===== config.mk =====
export PLATFORM = sky130hd
export DESIGN_NAME = tctr_half_round
export DESIGN_NICKNAME = d
export VERILOG_FILES = /design/src/hdl/tctr_pkg.sv /design/src/hdl/tctr_half_round.sv
export SDC_FILE = /design/constraint.sdc
export NUM_CORES = 1
export LEC_CHECK = 0
export BUFFER_PORTS_ARGS = -buffer_cell sky130_fd_sc_hd__buf_2
export CAP_MARGIN = 20
export CORE_MARGIN = 4
export CORE_UTILIZATION = 35
export CTS_CLUSTER_DIAMETER = 150
export CTS_CLUSTER_SIZE = 30
export DETAILED_ROUTE_END_ITERATION = 16
export HOLD_SLACK_MARGIN = 0.02
export PLACE_DENSITY = 0.56
export SLEW_MARGIN = 20
export SYNTH_ARGS = -nofsm -noshare
export SYNTH_HDL_FRONTEND = slang
export SYNTH_SLANG_ARGS = --single-unit

===== constraint.sdc =====
create_clock -name clk -period 7.8 [get_ports clk]
set_clock_uncertainty 0.15 [all_clocks]
set_input_delay 1.56 -clock clk [delete_from_list [all_inputs] [get_ports clk]]
set_output_delay 1.56 -clock clk [all_outputs]
set_load 0.1 [all_outputs]

===== src/hdl/tctr_pkg.sv =====
// shared types, constants and round-sum function for the tea counter-mode keystream cipher
`default_nettype none
package tctr_pkg;

  localparam int unsigned ROUND_COUNT = 1024;
  localparam int unsigned STAGES      = 2 * ROUND_COUNT;
  localparam logic [31:0] TEA_DELTA   = 32'h9E37_79B9;

  localparam int unsigned IDX_W   = 32;
  localparam int unsigned DATA_W  = 64;
  localparam int unsigned IN_W    = IDX_W + DATA_W;
  localparam int unsigned CFG_IDX_W  = 3;
  localparam int unsigned CFG_DATA_W = 64;

  typedef enum logic [CFG_IDX_W-1:0] {
    REG_KEY0  = 3'd0,
    REG_KEY1  = 3'd1,
    REG_KEY2  = 3'd2,
    REG_KEY3  = 3'd3,
    REG_NONCE = 3'd4
  } cfg_reg_t;

  typedef struct packed {
    logic [31:0] k0;
    logic [31:0] k1;
    logic [31:0] k2;
    logic [31:0] k3;
    logic [63:0] nonce;
  } cfg_t;

  typedef struct packed {
    logic [31:0] w0;
    logic [31:0] w1;
    logic [DATA_W-1:0] data;
  } stage_t;

  typedef struct packed {
    logic out_full;
    logic skid_full;
  } obuf_status_t;

  // delta times (round + 1), modulo 2^32
  function automatic logic [31:0] round_sum(input int unsigned rnd);
    logic [63:0] prod;
    prod = 64'(TEA_DELTA) * 64'(rnd + 1);
    return prod[31:0];
  endfunction

endpackage
`default_nettype wire


===== src/hdl/tctr_half_round.sv =====
// one registered tea half-round: updates word 0 on even halves, word 1 on odd halves
`default_nettype none
module tctr_half_round (
  input  wire logic            clk,
  input  wire logic            rst,
  input  wire logic            en,
  input  wire logic            odd_half,
  input  wire logic [31:0]     acc,
  input  wire logic [31:0]     key_a,
  input  wire logic [31:0]     key_b,
  input  wire logic            in_valid,
  input  wire tctr_pkg::stage_t in_stage,
  output logic                 out_valid,
  output tctr_pkg::stage_t     out_stage
);

  logic [31:0] src;
  logic [31:0] dst;
  logic [31:0] mix;
  logic [31:0] upd;
  tctr_pkg::stage_t stage_next;

  always_comb begin
    src = odd_half ? in_stage.w0 : in_stage.w1;
    dst = odd_half ? in_stage.w1 : in_stage.w0;
    mix = ((src << 4) + key_a) ^ (src + acc) ^ ((src >> 5) + key_b);
    upd = dst + mix;
    stage_next = in_stage;
    if (odd_half) begin
      stage_next.w1 = upd;
    end else begin
      stage_next.w0 = upd;
    end
  end

  always_ff @(posedge clk) begin
    if (rst) begin
      out_valid <= 1'b0;
    end else if (en) begin
      out_valid <= in_valid;
    end
  end

  always_ff @(posedge clk) begin
    if (en) begin
      out_stage <= stage_next;
    end
  end

endmodule
`default_nettype wire


==> impl_metrics.toml <==
[floorplan]
die-area_um2 = 35000
ioPinCount = 358
core_area_um2 = 31600
dieHeight_um = 187
start_util_pct = 35.5
placementRows = 65
die_x_um = 187

[worst_hold_path]
hp-class = "reg2reg"

[sta]
setup_viol = 0
fmax_mhz = 137
worstMarginPinSlew_ps = 952
finalCriticalPeriod_ps = 7310
hold_viol = 0
period_share_pct = 93.7
rsz0062_at_grt = "no"
hold_ws_ps = 342
slew_violations = 0
slew-limit-headroom_pct = 36.5

[clock_network]
cts-root-buf = "clkbuf_16"
cts_tree = "built"
worstSkewPairLatency_ps = 410
cts_hold_buffers = 0
cts.sinks = 129
htree_levels = 4
cts_setup_buffers = 0
cts_buffer_depth = 2
clkTransAtPathRegs_ps = 60
cts_resized = 0
numCtsBuffers = 17

[detailed_routing]
drc_errors = 0
detail_route.vias_per_cell = 5.21
wirelength_mm = 38.3
drt-initial-drc-count = 632
vias = 10200
antenna_left = 0
drtPass1Iterations = 5
post_drt_wl_per_cell_um = 19.6

[synthesis]
seq_area_frac_synth_pct = 34.4
yosys_warnings = 0
ys_async_sr_fraction_pct = 0
synthXorXnorAreaFrac_pct = 14.1
syn_area_um2 = 11200
synth_edf_count = 128
synth_seq_cells = 129
synthMuxAreaShare_pct = 4.29
synth_top_family_by_area = "compound AO/OA/AOI/OAI gates"
synth_ff_type = "edfxtp_1"
synth_cells = 1169
avgSynthCellArea_um2 = 9.61
synth-adder-area-share_pct = 14.1
synth-compound-area-share_pct = 20.1
synth_nets = 1522
synth_simple_gate_area_share_pct = 11.0
synthDistinctLibCells = 59

[power]
combinationalPowerShare_pct = 67.3
p_clk_share_pct = 13.8
power_density_nw_per_um2 = 397
p_sw_w = 0.00301
seqPwrFrac_pct = 18.8
p_sw_share_pct = 53.5
p_total_w = 0.00563
p_leak_nw = 6.42
peakVddDrop_mv = 0.153
intPower_w = 0.00262

[layout]
final_cell_mix = "buf_2 (355), xnor2_1 (135), edfxtp_1 (128), nand2_1 (121), ha_1 (120)"
drive_gt1_share_pct = 28.6
fin_nets = 1893
final_common_cell = "buf_2"
design_area_um2 = 14200
final_core_util_pct = 44.8
syn_to_final_growth_pct = 26.3

[flow_run]
drv_cap = 0

[setup_path]
crit_path_end_kind = "register"
cp_data_required_time_ps = 7820
crit_arrival_ps = 7320
cp_max_fo = 37
critPathLaunchType = "primary input"
crit_type = "in2reg"

[grt]
grt_remaining_overflow = 0
grt_pass1_wl_mm = 56.6
grt_max_degree = 76
grt_usage_pct = 20.8
antenna_found_initial = 6
grt_pass1_vias = 9874

[place]
globalplace.congestion = 0.910
place_area_um2 = 13600
place_hpwl_mm = 33.0
numPortBuffers = 357

[run_status]
status = "complete, no violations"
## cell type report
class	count	area [µm²]
diodes	3	7.51
inverters	35	131
repair buffers	376	1950
multi-input cells	981	7150
clock inverters	8	115
fillers	3128	17500
flip-flops and latches	129	3860
well taps	402	503
clock buffers	24	462
## worst max-delay path, cell delays in order
cell,delay [ps]
buf_4,190
buf_4,250
buf_4,380
nand2_1,130
o21ai_1,340
ha_1,390
o21ai_0,260
a21oi_1,110
nor4b_1,430
o21ai_0,160
nand2_1,130
xnor2_1,210
xnor2_1,180
xnor2_1,160
ha_1,360
nand2_1,100
nor3_1,230
or4b_1,450
o22ai_1,240
o21ba_2,190
o2111ai_1,140
and3_1,210
nor2_1,110
nor2_1,40
a221o_1,320
## flip-flops by register name (all words and copies together), names as in the netlist
signal and count:
out_stage 128, out_valid 1
## routing by layer
metal / GRT usage (%) / vias up / part of all wire, %
met1: 28.4 / 4749 / 47
li1: - / 5092 / -
met3: 3.43 / 31 / 5.3
met2: 34.8 / 318 / 47
met4: 4.66 / 6 / 1.3
met5: 0 / - / 0.12
## metrics by stage
stage	TNS (ps)	worst slack (ps)	instances
2_1_floorplan	0	503	1169
3_3_place_gp	-42.8	-42.8	1922
3_5_place_dp	-30.5	-30.5	1922
4_1_cts	0	414	1954
5_1_grt	0	10.3	1958
6_report	0	493	1958
## logic make-up after synthesis
kind of cell	after synthesis
AO/OA/AOI/OAI	371
XOR/XNOR	176
multiplexers	44
buffers and inverters	59
adder cells (fa/ha/maj)	124
AND/OR/NAND/NOR	266
flip-flops	129
## power groups by stage
stage          logic, W  registers, W  clock network [W]
6_report        0.00379       0.00106           0.000778
2_1_floorplan   0.00172       0.00232                  0
3_3_place_gp    0.00379       0.00107                  0
4_1_cts         0.00380       0.00107           0.000796
5_1_grt         0.00409       0.00108           0.000824
3_5_place_dp    0.00379       0.00108                  0
## cells in the mapped netlist, types with 2 or more instances
cell	number	share of area [%]
edfxtp_1	128	34
o22ai_1	3	0.17
or3_1	8	0.45
nand3b_1	2	0.13
a221oi_1	2	0.16
a21oi_1	103	4.6
mux2i_1	11	0.98
and3_1	12	0.67
a311oi_1	3	0.23
and2_1	6	0.33
a21boi_0	4	0.27
nor4_1	2	0.11
ha_1	120	13
clkbuf_1	23	0.77
mux2_2	33	3.3
o21a_1	11	0.74
or2_2	2	0.11
nand2b_1	12	0.67
o211ai_1	9	0.60
xor2_1	38	3.0
o21ai_0	119	5.3
nor3_1	13	0.58
fa_1	4	0.71
a2111oi_2	2	0.27
nor2b_1	14	0.78
nand4_1	8	0.45
a211o_1	4	0.31
a21o_1	50	3.3
a211oi_1	14	0.94
nand2_1	121	4.0
nor2_1	40	1.3
o2111ai_1	3	0.23
a221o_1	3	0.27
o31ai_1	3	0.20
o21bai_1	10	0.67
inv_1	35	1.2
xnor2_1	135	11
nand3_1	20	0.89
a31oi_1	16	0.89
xnor3_1	3	0.60
a31o_2	2	0.16
## final timing paths
path             start              to  slack (ps)  cells after the start
min          out_valid       out_valid         340                      2
min reg2reg  out_valid       out_valid         340                      2
max           odd_half  out_stage[127]         490                     25
max reg2reg  out_valid       out_valid        7070                      2
Power figures use the tool's default switching activity.
