### src/hdl/tctr_pkg.sv
// shared types, constants and round-sum function for the tea counter-mode keystream cipher
`default_nettype none
package tctr_pkg;

  localparam int unsigned ROUND_COUNT = 1024;
  localparam int unsigned STAGES      = 2 * ROUND_COUNT;
  localparam logic [31:0] TEA_DELTA   = 32'h9E37_79B9;

  localparam int unsigned IDX_W   = 32;
  localparam int unsigned DATA_W  = 64;
  localparam int unsigned IN_W    = IDX_W + DATA_W;
  localparam int unsigned CFG_IDX_W  = 3;
  localparam int unsigned CFG_DATA_W = 64;

  typedef enum logic [CFG_IDX_W-1:0] {
    REG_KEY0  = 3'd0,
    REG_KEY1  = 3'd1,
    REG_KEY2  = 3'd2,
    REG_KEY3  = 3'd3,
    REG_NONCE = 3'd4
  } cfg_reg_t;

  typedef struct packed {
    logic [31:0] k0;
    logic [31:0] k1;
    logic [31:0] k2;
    logic [31:0] k3;
    logic [63:0] nonce;
  } cfg_t;

  typedef struct packed {
    logic [31:0] w0;
    logic [31:0] w1;
    logic [DATA_W-1:0] data;
  } stage_t;

  typedef struct packed {
    logic out_full;
    logic skid_full;
  } obuf_status_t;

  // delta times (round + 1), modulo 2^32
  function automatic logic [31:0] round_sum(input int unsigned rnd);
    logic [63:0] prod;
    prod = 64'(TEA_DELTA) * 64'(rnd + 1);
    return prod[31:0];
  endfunction

endpackage
`default_nettype wire

### src/hdl/tctr_obuf.sv
// output register with skid stage; pipeline advances while the skid stage is empty
`default_nettype none
module tctr_obuf (
  input  wire logic                          clk,
  input  wire logic                          rst,
  input  wire logic                          push,
  input  wire logic [tctr_pkg::DATA_W-1:0]   push_data,
  output logic                               out_valid,
  output logic [tctr_pkg::DATA_W-1:0]        out_data,
  input  wire logic                          out_ready,
  output logic                               accept,
  output tctr_pkg::obuf_status_t             status
);

  logic                         skid_valid;
  logic [tctr_pkg::DATA_W-1:0]  skid_data;
  logic                         pop;

  assign pop    = out_valid && out_ready;
  assign accept = !skid_valid;
  assign status = '{out_full: out_valid, skid_full: skid_valid};

  always_ff @(posedge clk) begin
    if (rst) begin
      out_valid  <= 1'b0;
      skid_valid <= 1'b0;
    end else begin
      if (skid_valid) begin
        if (pop) begin
          skid_valid <= 1'b0;
        end
      end else if (push) begin
        if (out_valid && !pop) begin
          skid_valid <= 1'b1;
        end else begin
          out_valid <= 1'b1;
        end
      end else if (pop) begin
        out_valid <= 1'b0;
      end
    end
  end

  always_ff @(posedge clk) begin
    if (skid_valid) begin
      if (pop) begin
        out_data <= skid_data;
      end
    end else if (push) begin
      if (out_valid && !pop) begin
        skid_data <= push_data;
      end else begin
        out_data <= push_data;
      end
    end
  end

endmodule
`default_nettype wire

### config.mk
export PLATFORM = sky130hd
export DESIGN_NAME = tctr_obuf
export DESIGN_NICKNAME = d
export VERILOG_FILES = /design/src/hdl/tctr_pkg.sv /design/src/hdl/tctr_obuf.sv
export SDC_FILE = /design/constraint.sdc
export NUM_CORES = 1
export LEC_CHECK = 0
export BUFFER_PORTS_ARGS = -buffer_cell sky130_fd_sc_hd__buf_4
export CORE_AREA = 2 2 100 102
export DETAILED_ROUTE_END_ITERATION = 10
export DIE_AREA = 0 0 102 104
export PLACE_DENSITY = 0.77
export SKIP_CTS_REPAIR_TIMING = 1
export SYNTH_ARGS = -nofsm -noshare
export SYNTH_HDL_FRONTEND = slang
export SYNTH_SLANG_ARGS = --single-unit
### constraint.sdc
create_clock -name clk -period 5 [get_ports clk]
set_input_delay 0 -clock clk [delete_from_list [all_inputs] [get_ports clk]]
set_output_delay 0 -clock clk [all_outputs]
set_load 0.02 [all_outputs]
==> results of run 1 <==
-- cell usage in the layout (no fill, tap or decap) --
cell,synthesis,layout
and4_4,0,1
dfxtp_4,0,1
dlygate4sd3_1,0,68
clkbuf_8,0,1
o32ai_2,1,1
inv_1,3,3
mux2i_1,1,1
mux2_2,57,57
clkbuf_1,0,1
nor2b_1,1,1
buf_4,2,136
clkinv_2,0,2
dfxtp_1,2,1
clkinvlp_4,0,3
inv_6,0,4
mux2_4,7,7
nand2b_1,1,1
a21oi_1,2,1
clkinv_4,0,3
a211oi_1,1,1
bufinv_16,0,2
clkbuf_16,0,16
edfxtp_1,128,128
a21oi_4,0,1
-- path summary, 6_finish.rpt --
check,start,slack (ns),end
hold reg to reg,skid_data[21]$_DFFE_PP_,0.54,out_data[21]$_DFFE_PP_
hold / removal,push_data[6],0.23,skid_data[6]$_DFFE_PP_
setup / recovery,skid_valid$_SDFF_PP0_,2.51,out_data[8]$_DFFE_PP_
setup reg to reg,skid_valid$_SDFF_PP0_,2.51,out_data[8]$_DFFE_PP_
-- per-layer routing --
metal	vias to the layer above	share of wire, %	GRT usage (%)
met1	1328	41	20.2
met2	103	53	25.5
li1	1286	-	-
met5	-	0	0
met3	6	5.7	5.91
met4	0	0.60	4.57
-- stage by stage --
step,power (µW),std cells,util [%],hold slack [ns]
finish,2800,574,75.0,0.229
global route,2890,574,75.0,0.204
CTS,2770,506,67.9,-0.342
detailed placement,1610,474,61.9,0.188
global placement,1600,474,61.9,0.183
floorplan,1470,215,-,0.0785
-- cells by family after synthesis --
logic type | Yosys count | synth area share (%)
AO/OA/AOI/OAI | 4 | 0.706
flip-flops | 130 | 81.1
multiplexers | 65 | 15.8
AND/OR/NAND/NOR | 3 | 0.444
buffers and inverters | 13 | 1.93
-- sequential cells by signal, summed over array words and instances, names as in the netlist --
register	flops
skid_data	64
skid_valid	1
out_data	64
out_valid	1
-- power breakdown --
group	total (µW)	internal [µW]	leakage (µW)	switching (µW)
combinational	316	171	0.00123	146
sequential	1310	1280	0.00122	34.0
clock	1170	716	0.000273	454
total	2800	2170	0.00272	634
-- layout make-up --
| type | count | share of cell area [%] |
|---|---|---|
| sequential | 130 | 54.3 |
| clock buffer | 18 | 5.83 |
| inverter | 3 | 0.157 |
| tap | 133 | 2.32 |
| multi-input combinational | 72 | 11.5 |
| clock inverter | 14 | 2.15 |
| timing repair buffer | 204 | 23.8 |
==> out/results.tsv, run 1 <==
stage	metric	value	unit
run_status	status	finished, final reports clean	
sta	Worst Tran Pin Value	0.969	ns
floorplanning	die area	10600	µm²
global_routing	initial antenna violation count	0	
detailed_routing	Remaining DRCs	0	
worst_setup_path	arrival time worst endpoint	2.61	ns
logic_synthesis	top cell type's share of synthesized area	80.3	%
sta	clk_skew	0.00684	ns
worst_setup_path	Crit. End Element	flop	
job	max-cap violation count	0	
logic_synthesis	Cell Area, Synth	4790	µm²
clocking	clock tree from TritonCTS	built	
logic_synthesis	most instantiated cells after synthesis	edfxtp_1, mux2_2, mux2_4, buf_2, inv_1	
power_and_ir_drop	Worst VDD drop	0.239	mV
detailed_routing	First DRT Iteration DRCs	100	
final_layout	# diodes	0	
clocking	Worst-path clk slew	0.06	ns
hold_path	worst hold-check path type	in2reg	
power_and_ir_drop	Pleak	0.00272	µW
worst_setup_path	critical-path cell list	mux2i_1, a21oi_4, buf_4	
worst_setup_path	CP max stage cell	dfxtp_4	
final_layout	sequential cell area	3890	µm²
placement	pre-CTS setup slack	2.52	ns
detailed_routing	Pre-antenna DRT Iters	4	
final_layout	Nets	496	
placement	HPWL Detailed	5280	µm
floorplanning	initial core utilization	50.1	%
detailed_routing	WL per Instance	16.8	µm
detailed_routing	WL final	9660	µm
global_routing	grt total ovfl	0	
logic_synthesis	Mapped Cells	215	
worst_setup_path	CP startpoint kind	flop	
clocking	later-pin clock latency in the skew report	0.49	ns
worst_setup_path	kind of critical path	reg2reg	
sta	Max Slew Vio Count	0	
floorplanning	I/O Pins	136	
global_routing	Tot GR Track Use	15.9	%
logic_synthesis	area leader, netlist	edfxtp_1	
sta	final setup vio count	0	
worst_setup_path	critical path's top delay family	flip-flops	
sta	f_max	402	MHz
logic_synthesis	Main synth FF type	edfxtp_1	
logic_synthesis	register area share after synthesis	81.1	%
placement	routability cong.	0.664	
worst_setup_path	CP Data Required Time	5.12	ns
final_layout	area of the multi-input gates	826	µm²
worst_setup_path	crit path max fanout	70	
floorplanning	Die Wd	102	µm
final_layout	Area Overhead vs Synth	49.6	%
logic_synthesis	Post-synth ARST share	0	%
logic_synthesis	Mean Syn Cell Area	22.3	µm²
global_routing	largest net degree at the start of global routing	71	
placement	Area after DPL	5910	µm²
sta	max_slew headroom	35.4	%
worst_setup_path	FF-to-FF path depth	3	
logic_synthesis	top-count cell post-synth	edfxtp_1	
power_and_ir_drop	pwr dens	391	nW/µm²
logic_synthesis	Mapped Nets	283	
final_layout	final instance area	7160	µm²
clocking	H-tree levels	4	
worst_setup_path	slowest cell delay on critical path	0.97	ns
detailed_routing	via/cell ratio	4.74	
detailed_routing	Vias	2723	
sta	Final WS setup	2.51	ns
logic_synthesis	Cell variety after synth	16	
clocking	Max clock buf depth	2	
worst_setup_path	WP buf/inv	1	
global_routing	first-pass GRT wire length	12800	µm
clocking	Sink Count	130	
final_layout	share of post-route cells with drive strength above 1	53.3	%
worst_setup_path	critical path depth	3	
sta	TNS Setup	0	ns
global_routing	vias in the first global route	2567	
sta	crit share post-route	49.8	%
logic_synthesis	Ys Warns	0	
sta	RSZ-0062 raised after global routing	no	
sta	Final Hold Fails	0	
placement	PortBufs	135	
logic_synthesis	Post-synth EDFFs	128	
logic_synthesis	register bit total from synthesis	130	
floorplanning	row cnt	36	
logic_synthesis	Area contributors post-synth	edfxtp_1, mux2_2, mux2_4, dfxtp_1, buf_8	
detailed_routing	Final ANT Viol Nets	0	
clocking	CTS buffer count	17	
clocking	CTS root buf	clkbuf_8	
final_layout	fillers	559	
sta	minimum clock period	2.49	ns
floorplanning	core area	9550	µm²
floorplanning	Die H	104	µm
hold_path	hold depth	2	
Power figures use the tool's default switching activity.
==> inputs of run 2 (changes only) <==
- ABC_AREA: not set -> 1
- CORE_AREA: 2 2 100 102 -> 2 2 106 108
- DIE_AREA: 0 0 102 104 -> 0 0 108 110
- PLACE_DENSITY: 0.77 -> 0.72
- clock period: 5 -> 2.2 ns (I/O delays scaled with it)
==> run 2 against run 1 <==
Count of clock-buffer cells in the layout increased by 1; via count increased by 21%; final cell count increased by 26%; routed wire length increased by 4.8%; cell area increased by 0.96%; core utilization decreased by 7.4 points; area after synthesis increased by 0.68%; combinational power increased by 120%; global-route usage increased by 0.14 points; register-to-register slack got worse by 1.9 ns; setup slack got worse by 2.0 ns; hold slack got worse by 0.013 ns; critical endpoint is now accept.
==> out/results.tsv, run 2 <==
stage	metric	value	unit	change
run_status	status	finished, final reports clean		
global_routing	grt total ovfl	0		unchanged
logic_synthesis	Mapped Cells	358		+67%
clocking	Worst-path clk slew	0.06	ns	about the same
worst_setup_path	CP startpoint kind	flop		
logic_synthesis	top-count cell post-synth	nand2_1		
logic_synthesis	Mean Syn Cell Area	13.5	µm²	-40%
final_layout	# diodes	0		unchanged
detailed_routing	First DRT Iteration DRCs	143		+43%
sta	final setup vio count	0		unchanged
hold_path	Worst Min Path Start	push_data[60]		
sta	max_slew headroom	56.8	%	+21 points
sta	RSZ-0062 raised after global routing	no		
detailed_routing	Pre-antenna DRT Iters	4		unchanged
clocking	clock tree from TritonCTS	built		
global_routing	largest net degree at the start of global routing	66		-7.0%
detailed_routing	WL final	10100	µm	+4.8%
floorplanning	die area	11900	µm²	+12%
worst_setup_path	crit path max fanout	65		-7.1%
logic_synthesis	Post-synth EDFFs	128		unchanged
global_routing	initial antenna violation count	0		unchanged
floorplanning	core area	10700	µm²	+12%
hold_path	hold depth	2		unchanged
floorplanning	Die Wd	108	µm	+5.9%
sta	Final Hold Fails	0		unchanged
worst_setup_path	start point of the critical path	skid_valid$_SDFF_PP0_		
placement	PortBufs	135		unchanged
clocking	H-tree levels	4		unchanged
worst_setup_path	Crit. End Element	output port		
final_layout	commonest non-fill, non-tap cell in the layout	nand2_1		
detailed_routing	Remaining DRCs	0		unchanged
logic_synthesis	Main synth FF type	edfxtp_1		
placement	routability cong.	0.726		+9.4%
detailed_routing	WL per Instance	14.0	µm	-17%
clocking	Max clock buf depth	2		unchanged
sta	clk_skew	0.00615	ns	-0.000692 ns
final_layout	Finished Layout Cells	723		+26%
detailed_routing	Vias	3300		+21%
final_layout	share of post-route cells with drive strength above 1	29.8	%	-23 points
logic_synthesis	Ys Warns	0		unchanged
sta	f_max	593	MHz	
sta	Final WS setup	0.514	ns	-2.00 ns
detailed_routing	via/cell ratio	4.56		-3.8%
detailed_routing	Final ANT Viol Nets	0		unchanged
worst_setup_path	R2R Path Start	out_valid$_SDFFE_PP0P_		
logic_synthesis	Cell Area, Synth	4820	µm²	+0.68%
global_routing	Tot GR Track Use	16.0	%	+0.14 points
clocking	CTS root buf	clkbuf_8		
hold_path	WHS Endpoint	skid_data[60]$_DFFE_PP_		
placement	HPWL Detailed	5900	µm	+12%
global_routing	first-pass GRT wire length	14100	µm	+10%
logic_synthesis	area leader, netlist	edfxtp_1		
logic_synthesis	top cell type's share of synthesized area	79.7	%	-0.54 points
floorplanning	I/O Pins	136		unchanged
worst_setup_path	flop-to-flop setup slack	0.59	ns	-1.92 ns
clocking	Sink Count	130		unchanged
floorplanning	row cnt	38		+5.6%
logic_synthesis	Post-synth ARST share	0	%	unchanged
job	max-cap violation count	0		unchanged
final_layout	Nets	638		+29%
hold_path	worst hold-check path type	in2reg		
worst_setup_path	kind of critical path	reg2out		
logic_synthesis	register bit total from synthesis	130		unchanged
placement	pre-CTS setup slack	0.654	ns	-1.86 ns
logic_synthesis	most instantiated cells after synthesis	nand2_1, edfxtp_1, buf_6, inv_1		
floorplanning	Die H	110	µm	+5.8%
global_routing	vias in the first global route	2921		+14%
worst_setup_path	arrival time worst endpoint	1.69	ns	-0.92 ns
logic_synthesis	Cell variety after synth	11		-5
sta	minimum clock period	1.69	ns	
sta	Worst Tran Pin Value	0.647	ns	-0.322 ns
logic_synthesis	register area share after synthesis	80.6	%	-0.55 points
clocking	later-pin clock latency in the skew report	0.51	ns	+0.02 ns
final_layout	most frequent cells in the layout	nand2_1, buf_4, edfxtp_1		
worst_setup_path	RR Endpoint	skid_valid$_SDFF_PP0_		
clocking	CTS buffer count	17		unchanged
placement	placed instance count	623		+31%
sta	TNS Setup	0	ns	unchanged
sta	crit share post-route	76.6	%	
power_and_ir_drop	Pleak	0.00307	µW	+13%
final_layout	Largest regs	out_data: 64 flops, skid_data: 64 flops		
worst_setup_path	CP Data Required Time	2.20	ns	-2.92 ns
worst_setup_path	FF-to-FF path depth	5		+2
power_and_ir_drop	Worst VDD drop	0.549	mV	+130%
logic_synthesis	Mapped Nets	426		+51%
power_and_ir_drop	pwr dens	884	nW/µm²	+130%
logic_synthesis	Area contributors post-synth	edfxtp_1, nand2_1, buf_6, dfxtp_1, buf_4		
sta	Max Slew Vio Count	0		unchanged
final_layout	Area Overhead vs Synth	50.0	%	
floorplanning	initial core utilization	45.1	%	-5.1 points
==> run 2: changes by cell type after synthesis, moves of 2 or more <==
cell | before | now
mux2_4 | 7 | 0
buf_8 | 2 | 0
inv_1 | 3 | 6
mux2_2 | 57 | 0
nor2_1 | 0 | 2
nand2_1 | 0 | 199
buf_6 | 1 | 7
buf_4 | 2 | 5
==> run 2: cells by family (layout without fill, tap and decap cells) <==
family                 Yosys count  after routing  synth area share [%]
buffers and inverters           24            249                  3.48
AOI/OAI and AO/OA                2              2                 0.208
DFF                            130            130                  80.6
and+or+nand+nor                202            202                  15.8
==> run 2: worst max-delay path: stages (launching register included) <==
cell,delay [ns]
dfxtp_2,0.34
inv_2,0.06
buf_4,0.50
buf_4,0.26
==> run 2: worst max-delay path by stage <==
stage / end / cells past startpoint
finish: accept / 3
global route: accept / 3
CTS: accept / 3
detailed placement: skid_data[23]$_DFFE_PP_ / 5
global placement: skid_data[21]$_DFFE_PP_ / 5
floorplan: out_data[0]$_DFFE_PP_ / 2
==> run 2: layer usage <==
metal	track usage [%]	vias up	part of all wire, %
met5	0	-	0
met4	7.14	0	1.9
met3	6.17	16	5.6
met2	26.2	123	51
met1	18.8	1540	41
li1	-	1621	-
==> run 2: cell type report <==
cell class                      count  area [µm²]
Multi-Input combinational cell    204         783
Timing Repair Buffer              210        1770
Sequential cell                   130        3880
Clock buffer                       19         422
Fill cell                         738        3460
Clock inverter                     13         166
Inverter                            7        30.0
Tap cell                          140         175
==> run 2: stage by stage <==
stage	cell area [µm²]	hold WS [ns]	utilization, %	power, µW
global route	7230	0.191	67.6	6630
floorplan	4840	0.0691	-	3260
global placement	5960	0.170	55.8	3550
finish	7230	0.216	67.6	6390
CTS	6550	-0.376	61.3	6350
detailed placement	5960	0.176	55.8	3560
==> run 2: power breakdown <==
part / internal, µW / total, µW / switching (µW)
Sequential: 2890 / 2930 / 40.9
Combinational: 324 / 683 / 359
Clock: 1820 / 2780 / 963
