`config.mk`:
```
export PLATFORM = sky130hd
export DESIGN_NAME = tctr_cfg
export DESIGN_NICKNAME = d
export VERILOG_FILES = /design/src/hdl/tctr_pkg.sv /design/src/hdl/tctr_cfg.sv
export SDC_FILE = /design/constraint.sdc
export NUM_CORES = 1
export LEC_CHECK = 0
export ABC_AREA = 1
export BUFFER_PORTS_ARGS = -buffer_cell sky130_fd_sc_hd__buf_2
export CAP_MARGIN = 5
export CORE_UTILIZATION = 34
export DETAILED_ROUTE_END_ITERATION = 6
export HOLD_SLACK_MARGIN = 0.05
export PLACE_DENSITY = 0.56
export SLEW_MARGIN = 20
export SYNTH_ARGS = -nofsm -noshare
export SYNTH_HDL_FRONTEND = slang
export SYNTH_SLANG_ARGS = --single-unit
```
`constraint.sdc`:
```
create_clock -name clk -period 1.6 [get_ports clk]
set_input_delay 0.4 -clock clk [delete_from_list [all_inputs] [get_ports clk]]
set_output_delay 0.4 -clock clk [all_outputs]
set_load 0.05 [all_outputs]
```
`src/hdl/tctr_pkg.sv`:
```
// shared types, constants and round-sum function for the tea counter-mode keystream cipher
`default_nettype none
package tctr_pkg;

  localparam int unsigned ROUND_COUNT = 1024;
  localparam int unsigned STAGES      = 2 * ROUND_COUNT;
  localparam logic [31:0] TEA_DELTA   = 32'h9E37_79B9;

  localparam int unsigned IDX_W   = 32;
  localparam int unsigned DATA_W  = 64;
  localparam int unsigned IN_W    = IDX_W + DATA_W;
  localparam int unsigned CFG_IDX_W  = 3;
  localparam int unsigned CFG_DATA_W = 64;

  typedef enum logic [CFG_IDX_W-1:0] {
    REG_KEY0  = 3'd0,
    REG_KEY1  = 3'd1,
    REG_KEY2  = 3'd2,
    REG_KEY3  = 3'd3,
    REG_NONCE = 3'd4
  } cfg_reg_t;

  typedef struct packed {
    logic [31:0] k0;
    logic [31:0] k1;
    logic [31:0] k2;
    logic [31:0] k3;
    logic [63:0] nonce;
  } cfg_t;

  typedef struct packed {
    logic [31:0] w0;
    logic [31:0] w1;
    logic [DATA_W-1:0] data;
  } stage_t;

  typedef struct packed {
    logic out_full;
    logic skid_full;
  } obuf_status_t;

  // delta times (round + 1), modulo 2^32
  function automatic logic [31:0] round_sum(input int unsigned rnd);
    logic [63:0] prod;
    prod = 64'(TEA_DELTA) * 64'(rnd + 1);
    return prod[31:0];
  endfunction

endpackage
`default_nettype wire

```
`src/hdl/tctr_cfg.sv`:
```
// configuration registers: key words and nonce
`default_nettype none
module tctr_cfg (
  input  wire logic                                 clk,
  input  wire logic                                 rst,
  input  wire logic                                 wr_en,
  input  wire logic [tctr_pkg::CFG_IDX_W-1:0]       wr_index,
  input  wire logic [tctr_pkg::CFG_DATA_W-1:0]      wr_data,
  output tctr_pkg::cfg_t                            cfg
);

  always_ff @(posedge clk) begin
    if (rst) begin
      cfg <= '0;
    end else if (wr_en) begin
      case (wr_index)
        tctr_pkg::REG_KEY0:  cfg.k0    <= wr_data[31:0];
        tctr_pkg::REG_KEY1:  cfg.k1    <= wr_data[31:0];
        tctr_pkg::REG_KEY2:  cfg.k2    <= wr_data[31:0];
        tctr_pkg::REG_KEY3:  cfg.k3    <= wr_data[31:0];
        tctr_pkg::REG_NONCE: cfg.nonce <= wr_data;
        default: ;
      endcase
    end
  end

endmodule
`default_nettype wire

```
==> out/results.txt, run 1 <==
Outcome -> finished clean
Mapped Nets -> 1162
Clock skew -> 0 ps
Reg area -> 0.00384 mm²
Post-route ant nets -> 0
Worst hold-check path type -> in -> reg
Final RePlAce weighted congestion -> 0.761
Slowest CP cell -> dfxtp_1
Final setup viols -> 0
N_diodes -> 0
Yosys Warn Count -> 0
DRT Pass-1 Iters -> 5
Seq cells post-synth -> 192
Area of the multi-input gates -> 0.00333 mm²
WL final -> 23600 µm
Top cells by area, synth -> dfxtp_1 50%, nor2_1 19%, nand3_1 11%
Final Critical Period -> 1460 ps
Max Cap Violations -> 0
Critical path type -> reg -> out
Type of origin of the critical path -> flop
CP Capture Type -> output port
1st-iter DRT viols -> 299
Fillers -> 2363
Clk buf depth -> 2
# DRC -> 0
Post-synthesis sequential area ratio -> 50.4%
Crit path from -> cfg[186]
Part of the power in combinational logic -> 16.0%
P_int -> 0.00762 W
Commonest cells after routing, fill and taps aside -> 384 x nor2_1, 261 x buf_2, 198 x nand2_1, 192 x dfxtp_1, 160 x nand3_1
Core area -> 0.0219 mm²
Fin nets -> 1392
Fmax achieved -> 685 MHz
Clk Latency, worst-skew pair -> 420 ps
Number of CTS-inserted buffers -> 17
Pwr Total -> 0.0108 W
Initial antenna violation count -> 0
Critical Path, Cell by Cell -> buf_2
Io pins -> 262
Vias in the first global route -> 6612
Max FFs per register -> 192
Util after Layout -> 45.7%
Pwr/cell area -> 1080 mW/mm²
Cts-stage hold buffer count -> 0
Largest net degree at the start of global routing -> 58
Rows -> 54
Synthesized area -> 0.00763 mm²
Die H -> 152 µm
Via count -> 7450
Resize count post-CTS -> 0
Sequential power share -> 46.5%
Post-Synthesis Cells -> 1092
Worst slew margin -> 75.1%
First-pass GRT wire length -> 36500 µm
# port buffers -> 261
Routed wire length per instance -> 14.7 µm
Area fraction of the dominant cell type after synthesis -> 50.4%
Syn-to-layout area delta -> 31.2%
Largest registers -> cfg x192
Crit path max-delay family -> flip-flops
Switching portion of total power -> 29.5%
Post-synthesis cell type with the largest combined area -> dfxtp_1
Distinct cells, synth -> 13
Total track usage -> 20.6%
Largest Register -> cfg
Clock share of power -> 37.5%
Setup TNS -> 0 ps
RSZ-0062 raised after global routing -> false
Critical Path RT -> 1200 ps
Die width -> 152 µm
Reg2reg start -> cfg[131]
Setup Buffers After CTS -> 0
CP peak stage delay -> 360 ps
Worst slew pin tran -> 373 ps
Worst-path clk slew -> 70 ps
Fin crit share -> 91.2%
H-tree depth -> 4
Layout cell share with drive strength beyond 1 -> 24.8%
Commonest non-fill, non-tap cell in the layout -> nor2_1
Max VDD drop -> 609 µV
Via/cell ratio -> 4.62
Grt total ovfl -> 0
Lkg Pwr -> 4.91 nW
Worst Path Buf+Inv -> 1
Final HPWL DP -> 15800 µm
CP arrival -> 1060 ps
Initial Util -> 34.8%
Post-synthesis average cell area -> 6.98 µm²
Worst-path fanout max -> 2
Clock sink count -> 192
Die ar. -> 0.0230 mm²
Final hold violation count -> 0
Psw -> 0.00319 W
TritonCTS clock tree -> yes
Hold Path Origin -> wr_data[49]
Max Slew Vio Count -> 0
Root Buffer -> clkbuf_16
metal layers:
layer	GRT usage [%]	vias to the layer above	routed length (µm)
li1	-	3847	-
met1	27.5	3349	10700
met2	32.6	227	11000
met3	4.91	27	1560
met4	6.04	0	382
met5	0	-	0
power by group through the flow:
stage	combinational, W	clock (W)	sequential (W)
5_1_grt	0.00188	0.00437	0.00505
3_3_place_gp	0.00173	0	0.00514
4_1_cts	0.00174	0.00416	0.00503
6_report	0.00173	0.00405	0.00503
2_1_floorplan	0.000627	0	0.00571
3_5_place_dp	0.00174	0	0.00514
layout make-up:
cell class | instances | share of cell area, %
Clock buffer | 24 | 5.02
Clock inverter | 7 | 0.513
Inverter | 39 | 1.51
Multi-Input combinational cell | 783 | 33.3
Sequential cell | 192 | 38.4
Tap cell | 280 | 3.50
Timing Repair Buffer | 289 | 17.8
cells by family (layout without fill, tap and decap cells):
kind of cell	after synthesis	after routing	synth area share (%)
AND/OR/NAND/NOR	783	783	42.9
buffers and inverters	117	359	6.73
flip-flops	192	192	50.4
per-stage QoR:
stage / setup slack [ps] / cell area [µm²] / std cells / hold WS (ps)
2_1_floorplan: 353 / 7630 / 1092 / 618
3_3_place_gp: 134 / 9450 / 1583 / 457
4_1_cts: 112 / 10000 / 1614 / 257
6_report: 140 / 10000 / 1614 / 274
3_5_place_dp: 98.7 / 9450 / 1583 / 466
5_1_grt: 86.5 / 10000 / 1614 / 262
Yosys cell counts, drive strengths merged:
library cell,count
buf,60
clkbuf,18
dfxtp,192
inv,39
nand2,198
nand3,160
nand3b,32
nor2,393
worst paths after layout:
kind                            endpoint  slack [ps]  cells after the start
worst max-delay path            cfg[186]         140                      1
worst min-delay path             cfg[49]         270                      4
worst max register to register  cfg[131]        1010                      2
worst min register to register   cfg[85]         480                      2
(Power assumes the default switching activity.)
==> run 2: changes to the inputs <==
--- a/config.mk
+++ b/config.mk
@@ -8,9 +8,11 @@
 export ABC_AREA = 1
 export BUFFER_PORTS_ARGS = -buffer_cell sky130_fd_sc_hd__buf_2
 export CAP_MARGIN = 5
+export CORE_MARGIN = 5
 export CORE_UTILIZATION = 34
 export DETAILED_ROUTE_END_ITERATION = 6
 export HOLD_SLACK_MARGIN = 0.05
+export MAX_ROUTING_LAYER = met4
 export PLACE_DENSITY = 0.56
 export SLEW_MARGIN = 20
 export SYNTH_ARGS = -nofsm -noshare
==> out/results.txt, run 2 (synthesis results as in run 1) <==
Type of origin of the critical path -> flop (unchanged)
Core area -> 0.0220 mm² (was 0.0219 mm²)
# DRC -> 0 (unchanged)
Layout cell share with drive strength beyond 1 -> 25.4% (was 24.8%)
Sequential power share -> 45.5% (was 46.5%)
Root Buffer -> clkbuf_16 (unchanged)
Resize count post-CTS -> 0 (unchanged)
Grt total ovfl -> 0 (unchanged)
TritonCTS clock tree -> yes (unchanged)
Worst slew pin tran -> 363 ps (was 373 ps)
Worst Path Buf+Inv -> 1 (unchanged)
Worst-path clk slew -> 70 ps (about the same)
Io pins -> 262 (unchanged)
Final HPWL DP -> 17400 µm (was 15800 µm)
Final RePlAce weighted congestion -> 0.778 (was 0.761)
Switching portion of total power -> 30.5% (was 29.5%)
Clock sink count -> 192 (unchanged)
Total track usage -> 19.7% (was 20.6%)
Initial Util -> 34.7% (was 34.8%)
Max VDD drop -> 745 µV (was 609 µV)
1st-iter DRT viols -> 397 (was 299)
Syn-to-layout area delta -> 32.2% (was 31.2%)
Final Critical Period -> 1480 ps (was 1460 ps)
Largest Register -> cfg (unchanged)
Psw -> 0.00337 W (was 0.00319 W)
Max FFs per register -> 192 (unchanged)
Rows -> 54 (unchanged)
Cts-stage hold buffer count -> 0 (unchanged)
Routed wire length per instance -> 15.3 µm (was 14.7 µm)
Die width -> 160 µm (was 152 µm)
Outcome -> finished clean (unchanged)
CP arrival -> 1080 ps (was 1060 ps)
Worst-path fanout max -> 2 (unchanged)
Vias in the first global route -> 7098 (was 6612)
Final hold slack -> 281 ps (was 274 ps)
Final WS setup -> 118 ps (was 140 ps)
Largest net degree at the start of global routing -> 66 (was 58)
CP peak stage delay -> 380 ps (was 360 ps)
Post-route ant nets -> 0 (unchanged)
Fmax achieved -> 675 MHz (was 685 MHz)
Critical Path RT -> 1200 ps (about the same)
Clk buf depth -> 2 (unchanged)
Setup TNS -> 0 ps (unchanged)
H-tree depth -> 4 (unchanged)
Die H -> 160 µm (was 152 µm)
Reg area -> 0.00384 mm² (unchanged)
Part of the power in combinational logic -> 15.8% (was 16.0%)
Crit path max-delay family -> flip-flops (unchanged)
Lkg Pwr -> 4.96 nW (was 4.91 nW)
Commonest cells after routing, fill and taps aside -> 384 x nor2_1, 261 x buf_2, 198 x nand2_1, 192 x dfxtp_1, 160 x nand3_1 (unchanged)
# port buffers -> 261 (unchanged)
Setup Buffers After CTS -> 0 (unchanged)
Worst slew margin -> 75.8% (was 75.1%)
Area of the multi-input gates -> 0.00333 mm² (unchanged)
Max Slew Vio Count -> 0 (unchanged)
RSZ-0062 raised after global routing -> false (unchanged)
N_diodes -> 0 (unchanged)
Clock share of power -> 38.6% (was 37.5%)
Commonest non-fill, non-tap cell in the layout -> nor2_1 (unchanged)
DRT Pass-1 Iters -> 5 (unchanged)
Fillers -> 2306 (was 2363)
Max Cap Violations -> 0 (unchanged)
Final setup viols -> 0 (unchanged)
Pwr/cell area -> 1100 mW/mm² (was 1080 mW/mm²)
Largest registers -> cfg x192 (unchanged)
Initial antenna violation count -> 0 (unchanged)
Via count -> 7462 (was 7450)
CP Capture Type -> output port (unchanged)
Slowest CP cell -> dfxtp_1 (unchanged)
Die ar. -> 0.0255 mm² (was 0.0230 mm²)
Clock skew -> 0 ps (unchanged)
First-pass GRT wire length -> 39700 µm (was 36500 µm)
Worst hold-check path type -> in -> reg (unchanged)
Critical path type -> reg -> out (unchanged)
Critical Path, Cell by Cell -> buf_2 (unchanged)
WL final -> 24900 µm (was 23600 µm)
Clk Latency, worst-skew pair -> 410 ps (was 420 ps)
P_int -> 0.00768 W (was 0.00762 W)
Via/cell ratio -> 4.60 (was 4.62)
Fin crit share -> 92.6% (was 91.2%)
Number of CTS-inserted buffers -> 17 (unchanged)
Fin nets -> 1399 (was 1392)
Final hold violation count -> 0 (unchanged)
DP Worst Slack -> 117 ps (was 98.7 ps)
[run 2: cell types whose count changed in the layout (fill, tap and decap cells not counted)]
cell	before	now
buf_12	21	20
buf_4	7	15
bufinv_16	0	1
clkbuf_1	2	0
clkbuf_8	5	1
clkinv_2	2	1
clkinv_4	1	2
clkinv_8	0	1
clkinvlp_4	2	3
inv_6	3	5
inv_8	0	2
[run 2: path summary, 6_finish.rpt]
path / depth (start not counted) / end / from / slack [ps]
setup / recovery: 1 / cfg[18] / cfg[18] / 120
hold / removal: 4 / cfg[50] / wr_data[50] / 280
setup reg to reg: 2 / cfg[126] / cfg[126] / 990
hold reg to reg: 2 / cfg[47] / cfg[47] / 480
[run 2: per-layer routing]
metal / part of all wire (%) / routed length, µm / up-vias / global-route usage, %
met4: 1.2 / 299 / 0 / 4.62
li1: - / - / 3858 / -
met5: 0 / 0 / - / -
met1: 47 / 11700 / 3372 / 26.0
met3: 4.9 / 1220 / 21 / 3.94
met2: 47 / 11600 / 211 / 31.4
[run 2: area by class of cell]
class	instances	area share, %
timing repair buffer	296	18.0
multi-input combinational	783	33.0
clock inverter	14	1.48
inverter	39	1.50
sequential	192	38.1
clock buffer	18	4.36
tap	280	3.48
[run 2: power groups by stage]
stage | clock, W | combinational, W | sequential, W
global route | 0.00459 | 0.00190 | 0.00505
global placement | 0 | 0.00176 | 0.00514
floorplan | 0 | 0.000627 | 0.00571
detailed placement | 0 | 0.00177 | 0.00515
finish | 0.00427 | 0.00175 | 0.00503
CTS | 0.00440 | 0.00177 | 0.00503
[run 2: worst register-to-register path: cells and delay by family (launching register included)]
kind | cells | cell delay [ps]
AND/OR/NAND/NOR | 2 | 170
flip-flops | 1 | 370
[run 2: through the flow]
stage	util [%]	power [W]	area, µm²	instances
2_1_floorplan	-	0.00634	7630	1092
3_3_place_gp	43.2	0.00690	9490	1590
3_5_place_dp	43.2	0.00691	9490	1590
4_1_cts	45.9	0.0112	10100	1622
5_1_grt	45.9	0.0115	10100	1622
6_report	45.9	0.0111	10100	1622
==> run 3: changes to the inputs <==
--- a/config.mk
+++ b/config.mk
@@ -5,7 +5,6 @@
 export SDC_FILE = /design/constraint.sdc
 export NUM_CORES = 1
 export LEC_CHECK = 0
-export ABC_AREA = 1
 export BUFFER_PORTS_ARGS = -buffer_cell sky130_fd_sc_hd__buf_2
 export CAP_MARGIN = 5
 export CORE_MARGIN = 5
==> out/results.txt, run 3 <==
Largest net degree at the start of global routing -> 76 (was 66)
End of the worst register-to-register path -> cfg[111] (was cfg[126])
Post-synthesis cell type with the largest combined area -> dfxtp_1 (unchanged)
Area fraction of the dominant cell type after synthesis -> 49.9% (was 50.4%)
Die width -> 161 µm (was 160 µm)
Clk buf depth -> 2 (unchanged)
WL final -> 20600 µm (was 24900 µm)
Vias in the first global route -> 5628 (was 7098)
Util after Layout -> 44.8% (was 45.9%)
Max Slew Vio Count -> 0 (unchanged)
Die H -> 161 µm (was 160 µm)
Worst slew margin -> 79.4% (was 75.8%)
CP arrival -> 1060 ps (was 1080 ps)
Distinct cells, synth -> 12 (was 13)
Via/cell ratio -> 4.45 (was 4.60)
Placed cell area -> 0.00952 mm² (was 0.00949 mm²)
Critical Path, Cell by Cell -> buf_2 (unchanged)
Worst slew pin tran -> 308 ps (was 363 ps)
Fin area -> 0.0101 mm² (about the same)
Crit path from -> cfg[173] (was cfg[18])
Rows -> 55 (was 54)
Seq cells post-synth -> 192 (unchanged)
Post-Synthesis Cells -> 700 (was 1092)
Critical path type -> reg -> out (unchanged)
Grt total ovfl -> 0 (unchanged)
Post-synth EDFFs -> 0 (unchanged)
Worst-path clk slew -> 70 ps (about the same)
Die ar. -> 0.0258 mm² (was 0.0255 mm²)
Worst-path fanout max -> 2 (unchanged)
DRT Pass-1 Iters -> 4 (was 5)
Largest registers -> cfg x192 (unchanged)
Max Cap Violations -> 0 (unchanged)
Io pins -> 262 (unchanged)
Pwr/cell area -> 1010 mW/mm² (was 1100 mW/mm²)
Fin crit share -> 91.0% (was 92.6%)
Post-route ant nets -> 0 (unchanged)
1st-iter DRT viols -> 302 (was 397)
Initial antenna violation count -> 2 (was 0)
Outcome -> finished clean (unchanged)
Final HPWL DP -> 14400 µm (was 17400 µm)
Clk Latency, worst-skew pair -> 420 ps (was 410 ps)
CP endpoint -> cfg[173] (was cfg[18])
Reg2reg start -> cfg[111] (was cfg[126])
Syn-to-layout area delta -> 30.8% (was 32.2%)
Final WS setup -> 144 ps (was 118 ps)
Fmax achieved -> 687 MHz (was 675 MHz)
Largest Register -> cfg (unchanged)
Via count -> 5558 (was 7462)
Worst reg-to-reg setup slack -> 980 ps (was 990 ps)
Crit path max-delay family -> flip-flops (unchanged)
Post-synthesis sequential area ratio -> 49.9% (was 50.4%)
Commonest non-fill, non-tap cell in the layout -> buf_2 (was nor2_1)
Initial Util -> 34.2% (was 34.7%)
Layout cell share with drive strength beyond 1 -> 33.4% (was 25.4%)
Critical path depth -> 1 (unchanged)
Commonest cells post-synth -> 256 x nand2b_1, 192 x dfxtp_1, 192 x mux2i_1 (was 391 x nor2_1, 198 x nand2_1, 192 x dfxtp_1)
Commonest cells after routing, fill and taps aside -> 260 x buf_2, 256 x nand2b_1, 192 x mux2i_1, 192 x dfxtp_1, 17 x clkbuf_16 (was 384 x nor2_1, 261 x buf_2, 198 x nand2_1, 192 x dfxtp_1, 160 x nand3_1)
Number of CTS-inserted buffers -> 17 (unchanged)
Area of the multi-input gates -> 0.00369 mm² (was 0.00333 mm²)
Type of origin of the critical path -> flop (unchanged)
# port buffers -> 261 (unchanged)
CP peak stage delay -> 360 ps (was 380 ps)
Max VDD drop -> 508 µV (was 745 µV)
Synthesized area -> 0.00771 mm² (was 0.00763 mm²)
Mapped Nets -> 770 (was 1162)
Lkg Pwr -> 5.15 nW (was 4.96 nW)
Final RePlAce weighted congestion -> 0.752 (was 0.778)
Resize count post-CTS -> 0 (unchanged)
Cts-stage hold buffer count -> 0 (unchanged)
Fillers -> 2149 (was 2306)
CP Capture Type -> output port (unchanged)
TritonCTS clock tree -> yes (unchanged)
Pwr Total -> 0.0102 W (was 0.0111 W)
Clock sink count -> 192 (unchanged)
Routed wire length per instance -> 16.5 µm (was 15.3 µm)
Setup Buffers After CTS -> 0 (unchanged)
# DRC -> 0 (unchanged)
Top cells by area, synth -> dfxtp_1 50%, mux2i_1 25%, nand2b_1 21% (was dfxtp_1 50%, nor2_1 19%, nand3_1 11%)
First-pass GRT wire length -> 32500 µm (was 39700 µm)
Top FF cell, synth -> dfxtp_1 (unchanged)
Core area -> 0.0225 mm² (was 0.0220 mm²)
DP Worst Slack -> -33.6 ps (was 117 ps)
Max FFs per register -> 192 (unchanged)
Final setup viols -> 0 (unchanged)
Async set-reset flop share out of synthesis -> 0% (unchanged)
Post-synthesis average cell area -> 11.0 µm² (was 6.98 µm²)
Slowest CP cell -> dfxtp_1 (unchanged)
Reg area -> 0.00384 mm² (unchanged)
Most frequent cell after synthesis -> nand2b_1 (was nor2_1)
H-tree depth -> 4 (unchanged)
RSZ-0062 raised after global routing -> false (unchanged)
Worst Path Buf+Inv -> 1 (unchanged)
Total track usage -> 16.2% (was 19.7%)
Root Buffer -> clkbuf_16 (unchanged)
Final Critical Period -> 1460 ps (was 1480 ps)
Critical Path RT -> 1200 ps (about the same)
Final hold violation count -> 0 (unchanged)
Yosys Warn Count -> 0 (unchanged)
Clock skew -> 0 ps (unchanged)
R2r worst-path depth -> 2 (unchanged)
Worst hold-check path type -> in -> reg (unchanged)
Fin nets -> 1020 (was 1399)
==> run 3: layout make-up <==
cell class | count | area share (%)
flip-flops and latches | 192 | 38.1
well taps | 285 | 3.54
clock inverters | 14 | 1.23
clock buffers | 18 | 4.36
repair buffers | 283 | 16.1
multi-input cells | 456 | 36.6
diodes | 2 | 0.0496
==> run 3: cell families after synthesis <==
group | after synthesis | share of synthesized area, %
and+or+nand+nor | 264 | 22.0
DFF | 192 | 49.9
buffers and inverters | 52 | 3.21
muxes | 192 | 24.9
==> run 3: how the worst min path moves through the flow <==
stage,start,to,slack [ps],cells after the start
final,wr_data[40],cfg[40],230,3
after global routing,wr_data[58],cfg[58],210,3
after CTS,wr_data[40],cfg[40],200,3
after detailed placement,cfg[45],cfg[45],460,2
after global placement,cfg[32],cfg[32],460,2
after floorplan,wr_data[32],cfg[32],560,2
==> run 3: report_power, final <==
part | leakage, nW | switching [W] | internal (W)
Sequential | 1.55 | 0.0000532 | 0.00488
Clock | 0.279 | 0.00206 | 0.00210
Combinational | 3.32 | 0.000731 | 0.000406
==> run 3: through the flow <==
stage	setup TNS [ps]	hold WS (ps)	std cells
floorplan	0	555	700
global placement	0	455	1216
detailed placement	-84.9	458	1216
CTS	0	202	1248
global route	0	212	1250
finish	0	230	1250
==> run 3: tightest hold or removal path: cells and delay by family <==
family / cells / cell delay, ps
and+or+nand+nor: 1 / 60
muxes: 1 / 60
buffers and inverters: 1 / 90
==> run 3: per-layer routing <==
metal	vias to the layer above	track usage, %	part of all wire, %
met2	172	23.4	43
li1	2808	-	-
met4	0	3.68	0.84
met1	2562	22.0	49
met5	-	-	0
met3	16	5.34	6.7
